===== config.mk =====
export PLATFORM = sky130hd
export DESIGN_NAME = pfba_ctrl
export DESIGN_NICKNAME = d
export VERILOG_FILES = /design/src/hdl/pfba_pkg.sv /design/src/hdl/pfba_ctrl.sv
export SDC_FILE = /design/constraint.sdc
export NUM_CORES = 1
export LEC_CHECK = 0
export BUFFER_PORTS_ARGS = -buffer_cell sky130_fd_sc_hd__buf_4
export CELL_PAD_IN_SITES_DETAIL_PLACEMENT = 2
export CELL_PAD_IN_SITES_GLOBAL_PLACEMENT = 2
export CORE_UTILIZATION = 30
export CTS_CLUSTER_DIAMETER = 30
export DETAILED_ROUTE_END_ITERATION = 8
export HOLD_SLACK_MARGIN = 0.05
export PLACE_DENSITY_LB_ADDON = 0.12
export SLEW_MARGIN = 15
export SYNTH_ARGS = -nofsm -noshare
export SYNTH_HDL_FRONTEND = slang
export SYNTH_SLANG_ARGS = --single-unit
export TNS_END_PERCENT = 5

===== constraint.sdc =====
create_clock -name clock -period 6.15 [get_ports clock]
set_input_delay 0 -clock clock [delete_from_list [all_inputs] [get_ports clock]]
set_output_delay 0 -clock clock [all_outputs]
set_load 0.05 [all_outputs]

===== src/hdl/pfba_pkg.sv =====
// Shared types, constants and helpers for the page frame bitmap allocator.
// No dependencies; imported by every module of the block.
package pfba_pkg;

   localparam int MAP_WORDS_DEF  = 1024;   // default bitmap depth in 32-bit words
   localparam int CSR_W          = 11;     // words_in_use register width
   localparam int CNT_W          = 16;     // word counters, hold up to 65535
   localparam int ENTRY_W        = 32;
   localparam int FRAME_OUT_W    = 15;
   localparam int FRAME_W        = 20;     // frame field of a page entry
   localparam int BIT_W          = 5;      // bit index inside a map word
   localparam int MAP_DATA_W     = 32;

   localparam logic [CSR_W-1:0]      WORDS_RESET = 11'd1024;
   localparam logic [ENTRY_W-1:0]    FLAG_MASK   = 32'h0000_0fff;
   localparam logic [ENTRY_W-1:0]    FLAG_PRESENT = 32'h0000_0001;
   localparam logic [ENTRY_W-1:0]    FLAG_RW     = 32'h0000_0002;
   localparam logic [ENTRY_W-1:0]    FLAG_USER   = 32'h0000_0004;
   localparam logic [MAP_DATA_W-1:0] WORD_FULL   = 32'hffff_ffff;

   typedef enum logic [1:0] {
      ST_DONE     = 2'd0,
      ST_NOCHANGE = 2'd1,
      ST_FULL     = 2'd2,
      ST_RANGE    = 2'd3
   } status_type;

   typedef enum logic {
      KIND_ALLOC = 1'b0,
      KIND_FREE  = 1'b1
   } kind_type;

   typedef enum logic [2:0] {
      S_CLEAR,
      S_IDLE,
      S_SCAN,
      S_FREE,
      S_FINISH
   } state_type;

   // One finished result beat handed from the controller to the output register.
   typedef struct packed {
      logic [ENTRY_W-1:0]     new_entry;
      logic [FRAME_OUT_W-1:0] frame_number;
      status_type             status;
   } result_type;

   // Index of the lowest clear bit; only meaningful when the word is not full.
   function automatic logic [BIT_W-1:0] first_zero(input logic [MAP_DATA_W-1:0] word);
      logic [BIT_W-1:0] idx;
      idx = '0;
      for (int i = MAP_DATA_W - 1; i >= 0; i--) begin
         if (!word[i]) begin
            idx = BIT_W'(i);
         end
      end
      return idx;
   endfunction

endpackage


===== src/hdl/pfba_ctrl.sv =====
// Allocator sequencer: clearing pass, first-fit word scan, free read-modify-write.
// Depends on pfba_pkg; drives the pfba_frame_ram port.
module pfba_ctrl
   import pfba_pkg::*;
#(
   parameter int MAP_WORDS = MAP_WORDS_DEF
) (
   input  logic                   clock,
   input  logic                   reset,
   // item in
   input  logic                   item_valid,
   output logic                   item_stall,
   input  logic                   kind,
   input  logic [ENTRY_W-1:0]     page_entry,
   input  logic                   for_kernel,
   input  logic                   writable,
   input  logic [CNT_W-1:0]       active_words,
   // result out
   output logic                   res_valid,
   input  logic                   res_ready,
   output result_type             res,
   // bitmap memory
   output logic                   mem_wr_en,
   output logic                   mem_rd_en,
   output logic [(MAP_WORDS > 1 ? $clog2(MAP_WORDS) : 1)-1:0] mem_addr,
   output logic [MAP_DATA_W-1:0]  mem_wr_data,
   input  logic [MAP_DATA_W-1:0]  mem_rd_data
);

   localparam int AW = MAP_WORDS > 1 ? $clog2(MAP_WORDS) : 1;
   localparam logic [CNT_W-1:0] LAST_WORD = CNT_W'(MAP_WORDS - 1);

   state_type          state_ff, state_in;
   logic [CNT_W-1:0]   addr_ff, addr_in;      // clear pointer / word being read
   logic [ENTRY_W-1:0] entry_ff, entry_in;
   logic               kernel_ff, kernel_in;
   logic               wr_ff, wr_in;
   result_type         res_ff, res_in;

   logic [FRAME_W-1:0] req_frame;
   logic [CNT_W-1:0]   req_word;
   logic [FRAME_W-1:0] held_frame;
   logic [BIT_W-1:0]   zero_bit;
   logic [FRAME_W-1:0] found_frame;
   logic [CNT_W-1:0]   next_addr;
   logic [ENTRY_W-1:0] alloc_entry;

   assign req_frame  = page_entry[ENTRY_W-1:ENTRY_W-FRAME_W];
   assign req_word   = CNT_W'(req_frame[FRAME_W-1:BIT_W]);
   assign held_frame = entry_ff[ENTRY_W-1:ENTRY_W-FRAME_W];
   assign zero_bit   = first_zero(mem_rd_data);
   assign found_frame = {addr_ff[FRAME_W-BIT_W-1:0], zero_bit};
   assign next_addr  = addr_ff + CNT_W'(1);

   always_comb begin
      alloc_entry = entry_ff | FLAG_PRESENT;
      if (wr_ff) begin
         alloc_entry = alloc_entry | FLAG_RW;
      end
      if (kernel_ff) begin
         alloc_entry = alloc_entry & ~FLAG_USER;
      end
      alloc_entry = alloc_entry | {found_frame, 12'h000};
   end

   always_comb begin
      state_in    = state_ff;
      addr_in     = addr_ff;
      entry_in    = entry_ff;
      kernel_in   = kernel_ff;
      wr_in       = wr_ff;
      res_in      = res_ff;
      item_stall  = 1'b1;
      res_valid   = 1'b0;
      mem_wr_en   = 1'b0;
      mem_rd_en   = 1'b0;
      mem_addr    = addr_ff[AW-1:0];
      mem_wr_data = '0;

      case (state_ff)
         S_CLEAR: begin
            mem_wr_en = 1'b1;
            addr_in   = next_addr;
            if (addr_ff == LAST_WORD) begin
               state_in = S_IDLE;
            end
         end
         S_IDLE: begin
            item_stall = 1'b0;
            if (item_valid) begin
               entry_in  = page_entry;
               kernel_in = for_kernel;
               wr_in     = writable;
               res_in.new_entry    = page_entry;
               res_in.frame_number = '0;
               if (kind == KIND_ALLOC) begin
                  if (req_frame != '0) begin
                     res_in.status = ST_NOCHANGE;
                     state_in      = S_FINISH;
                  end else if (active_words == '0) begin
                     res_in.status = ST_FULL;
                     state_in      = S_FINISH;
                  end else begin
                     mem_rd_en = 1'b1;
                     mem_addr  = '0;
                     addr_in   = '0;
                     state_in  = S_SCAN;
                  end
               end else begin
                  if (req_frame == '0) begin
                     res_in.status = ST_NOCHANGE;
                     state_in      = S_FINISH;
                  end else if (req_word >= active_words) begin
                     res_in.status = ST_RANGE;
                     state_in      = S_FINISH;
                  end else begin
                     mem_rd_en = 1'b1;
                     mem_addr  = req_word[AW-1:0];
                     addr_in   = req_word;
                     state_in  = S_FREE;
                  end
               end
            end
         end
         S_SCAN: begin
            if (mem_rd_data != WORD_FULL) begin
               mem_wr_en   = 1'b1;
               mem_wr_data = mem_rd_data | (MAP_DATA_W'(1) << zero_bit);
               res_in.new_entry    = alloc_entry;
               res_in.frame_number = found_frame[FRAME_OUT_W-1:0];
               res_in.status       = ST_DONE;
               state_in = S_FINISH;
            end else if (next_addr < active_words) begin
               mem_rd_en = 1'b1;
               mem_addr  = next_addr[AW-1:0];
               addr_in   = next_addr;
            end else begin
               res_in.status = ST_FULL;
               state_in      = S_FINISH;
            end
         end
         S_FREE: begin
            mem_wr_en   = 1'b1;
            mem_wr_data = mem_rd_data & ~(MAP_DATA_W'(1) << held_frame[BIT_W-1:0]);
            res_in.new_entry    = entry_ff & FLAG_MASK;
            res_in.frame_number = held_frame[FRAME_OUT_W-1:0];
            res_in.status       = ST_DONE;
            state_in = S_FINISH;
         end
         S_FINISH: begin
            res_valid = 1'b1;
            if (res_ready) begin
               state_in = S_IDLE;
            end
         end
         default: begin
            state_in = S_IDLE;
         end
      endcase
   end

   assign res = res_ff;

   always_ff @(posedge clock) begin
      if (reset) begin
         state_ff <= S_CLEAR;
         addr_ff  <= '0;
      end else begin
         state_ff <= state_in;
         addr_ff  <= addr_in;
      end
   end

   always_ff @(posedge clock) begin
      entry_ff  <= entry_in;
      kernel_ff <= kernel_in;
      wr_ff     <= wr_in;
      res_ff    <= res_in;
   end

endmodule


==> metrics.md, run 1 <==
| Metric | Value |
|---|---|
| Type of element launching the critical path | `flip-flop` |
| Buffers inserted by post-CTS timing repair | `0` |
| Library cell with the highest instance count after synthesis | `nand2_1` |
| Start-to-end type of the worst setup path | `flip-flop to output pin` |
| Fraction of final layout cells with drive strength greater than 1 | `22.3%` |
| CTS tree | `done` |
| Cell taking the most area after synthesis | `edfxtp_1` |
| Post-Syn Nets | `904` |
| Total placed instance area | `0.00852 mm²` |
| # diodes | `0` |
| Number of I/O port buffers | `181` |
| Number of antenna violations at the first check in global routing | `0` |
| Cts-stage hold buffer count | `35` |
| Transition time at the pin with the least slew margin | `0.948 ns` |
| Total core area | `0.0226 mm²` |
| Overall fraction of global-route tracks in use | `24.4%` |
| Total grt overflow | `0` |
| YS warnings | `0` |
| Most used flip-flop cell after synthesis | `edfxtp_1` |
| Total number of vias | `7,115` |
| Total of fill cells in the finished design | `2,534` |
| Min setup slack post-route | `1.26 ns` |
| Fin area | `0.00918 mm²` |
| Worst voltage drop across the vdd grid | `116 µV` |
| Class of the worst hold path | `input port to flip-flop` |
| Initial DRC Count | `337` |
| Summed instance area of the synthesized netlist | `0.00691 mm²` |
| Half-perimeter wire length of the detailed placement result | `22.2 mm` |
| DR vias/cell | `5.64` |
| H-Tree Level Count | `3` |
| Pre-Repair DR Iteration Count | `4` |
| Number of placed I/O pins | `182` |
| Initial cell density of the core | `30.5%` |
| Syn Area/Cell | `8.84 µm²` |
| Die Ht | `154 µm` |
| Count of mapped cells out of synthesis | `782` |
| Number of nets in the layout | `1,093` |
| Fin crit share | `79.6%` |
| Maximum count of clock buffers along a single path | `2` |
| Cts bufs inserted | `9` |
| Hold violation total from the final report | `0` |
| Metal-1 WL | `12.6 mm` |
| Top sig layer | `met4` |
| Final WL | `29.0 mm` |
| Die Width | `154 µm` |
| Number of global-route vias before repair | `7,588` |
| Weighted congestion at the end of routability-driven global placement | `0.873` |
| Number of register bits inferred by synthesis | `102` |
| Total length of routed met3 wires | `772 µm` |
| Total setup violations reported at the end of the flow | `0` |
| Largest cells by area after synthesis | `edfxtp_1 (36%), ha_1 (6.3%), dfxtp_1 (5.5%)` |
| Post-route DRC violation count | `0` |
| Post-synth EDFFs | `83` |
| Site row count | `55` |
| Syn-to-layout area delta | `32.9%` |
| Setup repair after global routing missed its margin | `no` |
| Share of flip-flops with an asynchronous set or reset | `0%` |
| Total Neg Setup Slack | `0 ns` |
| Fraction of post-synthesis cell area in the top cell type by area | `36.1%` |
| Commonest cells in the netlist | `nand2_1 (96), edfxtp_1 (83), a21oi_1 (73)` |
| Wirelength per Cell | `23.0 µm` |
| Largest clock skew in the final design | `0.00861 ns` |
| Power per cell area | `167 mW/mm²` |
| Count of cells resized by post-cts repair | `0` |
| Die ar. | `0.0236 mm²` |
| Highest net fanout along the worst path | `11` |
| Met2 wire len | `15.0 mm` |
| Static Leakage | `3.92 nW` |
| Clock slew at the register clock pins of the worst setup and hold paths | `0.08 ns` |
| Clock latency on the worst-skew pair | `0.37 ns` |
| Number of max-cap violations | `0` |
| Worst rel slew slack | `36.5%` |
| Critical path arrival | `4.89 ns` |
| Count of nets left with antenna violations after detail routing | `0` |
| Sinks on Clock Net | `102` |
| Required time of the critical path | `6.15 ns` |
| Maximum number of pins on one net before global-route repair | `57` |
| Root buf cell | `clkbuf_16` |
| Global-route wire length before repair | `44.3 mm` |
| Status | `complete, no violations` |
| Seq/Total Area, Yosys | `41.6%` |
| Crit end category | `output pin` |
| Minimum setup slack after placement | `1.38 ns` |
| Time the final worst path needs with I/O delays and setup | `4.89 ns` |
| Pins over their slew limit | `0` |
| Number of distinct library cells after synthesis | `67` |
| Upper clock frequency limit | `204 MHz` |
[per-layer routing]
| metal | vias up | global-route usage (%) |
|---|---|---|
| li1 | 3315 | - |
| met1 | 3593 | 29.9 |
| met2 | 176 | 44.9 |
| met3 | 31 | 2.34 |
| met4 | 0 | 7.57 |
| met5 | - | 0 |
[worst paths after layout]
check	startpoint	end	slack, ns	cells after the start
worst max-delay path	addr_ff[0]	mem_addr[9]	1.26	13
worst min-delay path	kind	addr_ff[0]	0.11	3
worst max register to register	addr_ff[0]	addr_ff[10]	1.40	13
worst min register to register	entry_ff[8]	res[25]	0.52	2
[registers in the layout, indices dropped and copies added, names as in the netlist]
name       cells
wr_ff          1
addr_ff       16
kernel_ff      1
entry_ff      32
res           49
state_ff       3
[worst max-delay path, cell delays in order (launching register included)]
cell and delay, ns:
dfxtp_1 0.57, ha_1 0.26, nand3_1 0.20, nor4_1 0.78, nand3_1 0.18, xnor2_1 0.20
ha_1 0.22, a21o_1 0.19, a21o_1 0.17, a21oi_1 0.31, o2111ai_2 0.42, o21a_1 0.43
a221o_1 0.39, buf_4 0.20
[layout by cell type, fill, tap and decap left out, types with 15 or more instances in the layout]
cell / n
ha_1: 35
nor2_1: 56
inv_1: 45
dlygate4sd3_1: 35
dfxtp_1: 18
a21oi_1: 72
nand2_1: 95
a211oi_1: 15
nand3_1: 20
edfxtp_1: 83
o21ai_0: 52
o31ai_1: 34
nor4_1: 15
buf_4: 189
a31oi_1: 16
and3_1: 17
[metrics by stage]
stage | power, mW | util (%) | cells | hold WS (ns)
global placement | 0.934 | 37.6 | 1210 | 0.181
global route | 1.59 | 40.6 | 1261 | 0.112
detailed placement | 0.943 | 37.6 | 1210 | 0.181
CTS | 1.55 | 40.6 | 1261 | 0.0868
finish | 1.54 | 40.6 | 1261 | 0.106
floorplan | 0.838 | - | 782 | 0.0989
[final cells by class]
class	count	area, µm²	area share (%)
multi-input combinational	589	3700	40.3
inverter	45	169	1.84
sequential	102	2870	31.3
clock inverter	7	86.3	0.940
clock buffer	9	225	2.45
tap	285	357	3.88
timing repair buffer	224	1770	19.3
[cell families after synthesis]
group | count (synthesis) | share of synthesized area, %
buffers and inverters | 91 | 5.12
XOR/XNOR | 10 | 1.27
adder cells (fa/ha/maj) | 35 | 6.34
AO/OA/AOI/OAI | 263 | 24.8
AND/OR/NAND/NOR | 270 | 19.4
flip-flops | 102 | 41.6
multiplexers | 11 | 1.59
[power breakdown]
| part | total (mW) | switching (mW) | internal (mW) |
|---|---|---|---|
| Sequential | 0.748 | 0.00457 | 0.744 |
| Clock | 0.592 | 0.300 | 0.292 |
| Combinational | 0.198 | 0.109 | 0.0890 |
(Power assumes the default switching activity.)
==> inputs of run 2 (changes only) <==
Settings changed: CORE_UTILIZATION 30 to 29.
Clock period 6.15 ns to 4.2 ns, I/O delays scaled along.
==> metrics.md, run 2 (synthesis gave the netlist of run 1 again) <==
| Metric | Value |
|---|---|
| Area occupied by multi-input gates | `0.00373 mm²` |
| Post-route DRC violation count | `0` |
| Root buf cell | `clkbuf_16` |
| Die Ht | `156 µm` |
| Largest clock skew in the final design | `0.00944 ns` |
| Worst rel slew slack | `27.0%` |
| Number of I/O port buffers | `181` |
| Total grt overflow | `0` |
| Number of antenna violations at the first check in global routing | `0` |
| Placed cell count | `1,255` |
| Buffers inserted by post-CTS timing repair | `0` |
| Time the final worst path needs with I/O delays and setup | `3.97 ns` |
| Worst hold start | `item_valid` |
| Required time of the critical path | `4.20 ns` |
| Count of nets left with antenna violations after detail routing | `0` |
| Total core area | `0.0234 mm²` |
| Class of the worst hold path | `input port to flip-flop` |
| Die Width | `156 µm` |
| Pins over their slew limit | `0` |
| Clock slew at the register clock pins of the worst setup and hold paths | `0.08 ns` |
| Cts bufs inserted | `9` |
| WHS Endpoint | `state_ff[0]` |
| Number of nets in the layout | `1,104` |
| Fraction of final layout cells with drive strength greater than 1 | `23.7%` |
| Type of element launching the critical path | `flip-flop` |
| Static Leakage | `4.01 nW` |
| Commonest cells after routing, fill and taps aside | `buf_4 (200), nand2_1 (95), edfxtp_1 (83)` |
| Highest net fanout along the worst path | `11` |
| Most common cell after layout, fill and taps aside | `buf_4` |
| Grt met1 use | `30.6%` |
| Sinks on Clock Net | `102` |
| Critical path arrival | `3.97 ns` |
| Worst voltage drop across the vdd grid | `154 µV` |
| Launching point of the worst reg2reg path | `addr_ff[3]` |
| Pre-Repair DR Iteration Count | `6` |
| Cell depth of the worst hold path | `4` |
| Internal reg-to-reg setup slack | `0.42 ns` |
| Source of the critical timing path | `addr_ff[3]` |
| Initial cell density of the core | `29.5%` |
| Worst r2r path cells | `13` |
| Crit end category | `output pin` |
| Power, Total | `2.27 mW` |
| Power per cell area | `243 mW/mm²` |
| Most congested layer reported by global routing | `met2` |
| Worst r2r dst | `addr_ff[10]` |
| Wirelength per Cell | `22.9 µm` |
| # diodes | `0` |
| Syn-to-layout area delta | `35.2%` |
| Number of placed I/O pins | `182` |
| Setup repair after global routing missed its margin | `no` |
| Final WL | `29.9 mm` |
| Number of global-route vias before repair | `7,852` |
| CTS tree | `done` |
| Die ar. | `0.0245 mm²` |
| Area of all sequential standard cells | `0.00288 mm²` |
| Start-to-end type of the worst setup path | `flip-flop to output pin` |
| DR vias/cell | `5.51` |
| Overall fraction of global-route tracks in use | `24.6%` |
| Clock latency on the worst-skew pair | `0.35 ns` |
| Total number of vias | `7,200` |
| Global-route wire length before repair | `45.5 mm` |
| Hold violation total from the final report | `0` |
| Number of max-cap violations | `0` |
| Half-perimeter wire length of the detailed placement result | `23.1 mm` |
| Total of fill cells in the finished design | `2,640` |
| H-Tree Level Count | `3` |
| Site row count | `56` |
| Initial DRC Count | `396` |
| Fin crit share | `94.6%` |
| Number of flip-flops in the largest register | `49` |
| Status | `complete, no violations` |
| Total Neg Setup Slack | `0 ns` |
| Weighted congestion at the end of routability-driven global placement | `0.892` |
| Met3 Use GR | `2.69%` |
| Maximum count of clock buffers along a single path | `2` |
| Upper clock frequency limit | `252 MHz` |
| Post-Layout Cell Count | `1,306` |
| Maximum number of pins on one net before global-route repair | `60` |
| Global-route met2 utilization | `43.5%` |
| Transition time at the pin with the least slew margin | `1.09 ns` |
| Total setup violations reported at the end of the flow | `0` |
run 2: timing repair:
action,4_1_cts,5_1_grt
endpoints found under the hold margin,79,0
setup endpoints to repair,9,16
resized for setup,2,5
hold buffers,35,0
run 2: report_power, final:
part / internal, mW / switching [mW]
clock: 0.431 / 0.451
combinational: 0.133 / 0.168
sequential: 1.09 / 0.00252
total: 1.65 / 0.622
run 2: area by class of cell:
cell class | count | area share, %
Inverter | 45 | 1.81
Multi-Input combinational cell | 589 | 39.9
Timing Repair Buffer | 235 | 19.8
Clock inverter | 7 | 0.978
Clock buffer | 9 | 2.41
Tap cell | 319 | 4.27
Sequential cell | 102 | 30.8
run 2: worst max-delay path, cell delays in order (launching register included):
cell and delay (ns):
dfxtp_1 0.47, nand4_1 0.24, nor3_4 0.28, nor3b_4 0.31, and3_1 0.27, xor2_1 0.20
ha_1 0.27, a21o_1 0.16, a21o_1 0.18, a21oi_2 0.21, o2111ai_2 0.16, o21a_2 0.27
a221o_1 0.37, buf_4 0.21
run 2: how the worst max path moves through the flow:
| stage | cells after the start | end |
|---|---|---|
| 6_report | 13 | mem_addr[9] |
| 3_5_place_dp | 13 | addr_ff[10] |
| 4_1_cts | 13 | mem_addr[8] |
| 5_1_grt | 13 | mem_addr[9] |
| 2_1_floorplan | 5 | res[10] |
| 3_3_place_gp | 13 | addr_ff[0] |
run 2: per-stage QoR:
step / setup WS [ns] / utilization [%] / hold slack (ns) / area [µm²]
2_1_floorplan: 0.227 / - / 0.0989 / 6910
3_3_place_gp: 0.325 / 36.9 / 0.180 / 8650
3_5_place_dp: 0.149 / 36.9 / 0.187 / 8650
4_1_cts: 0.0246 / 39.8 / 0.0736 / 9320
5_1_grt: 0.00941 / 39.9 / 0.126 / 9340
6_report: 0.227 / 39.9 / 0.0807 / 9340
run 2: routing by layer:
metal	routed length, µm	vias to the layer above
met2	14700	197
met1	13300	3614
li1	-	3343
met4	816	0
met3	1140	46
met5	0	-
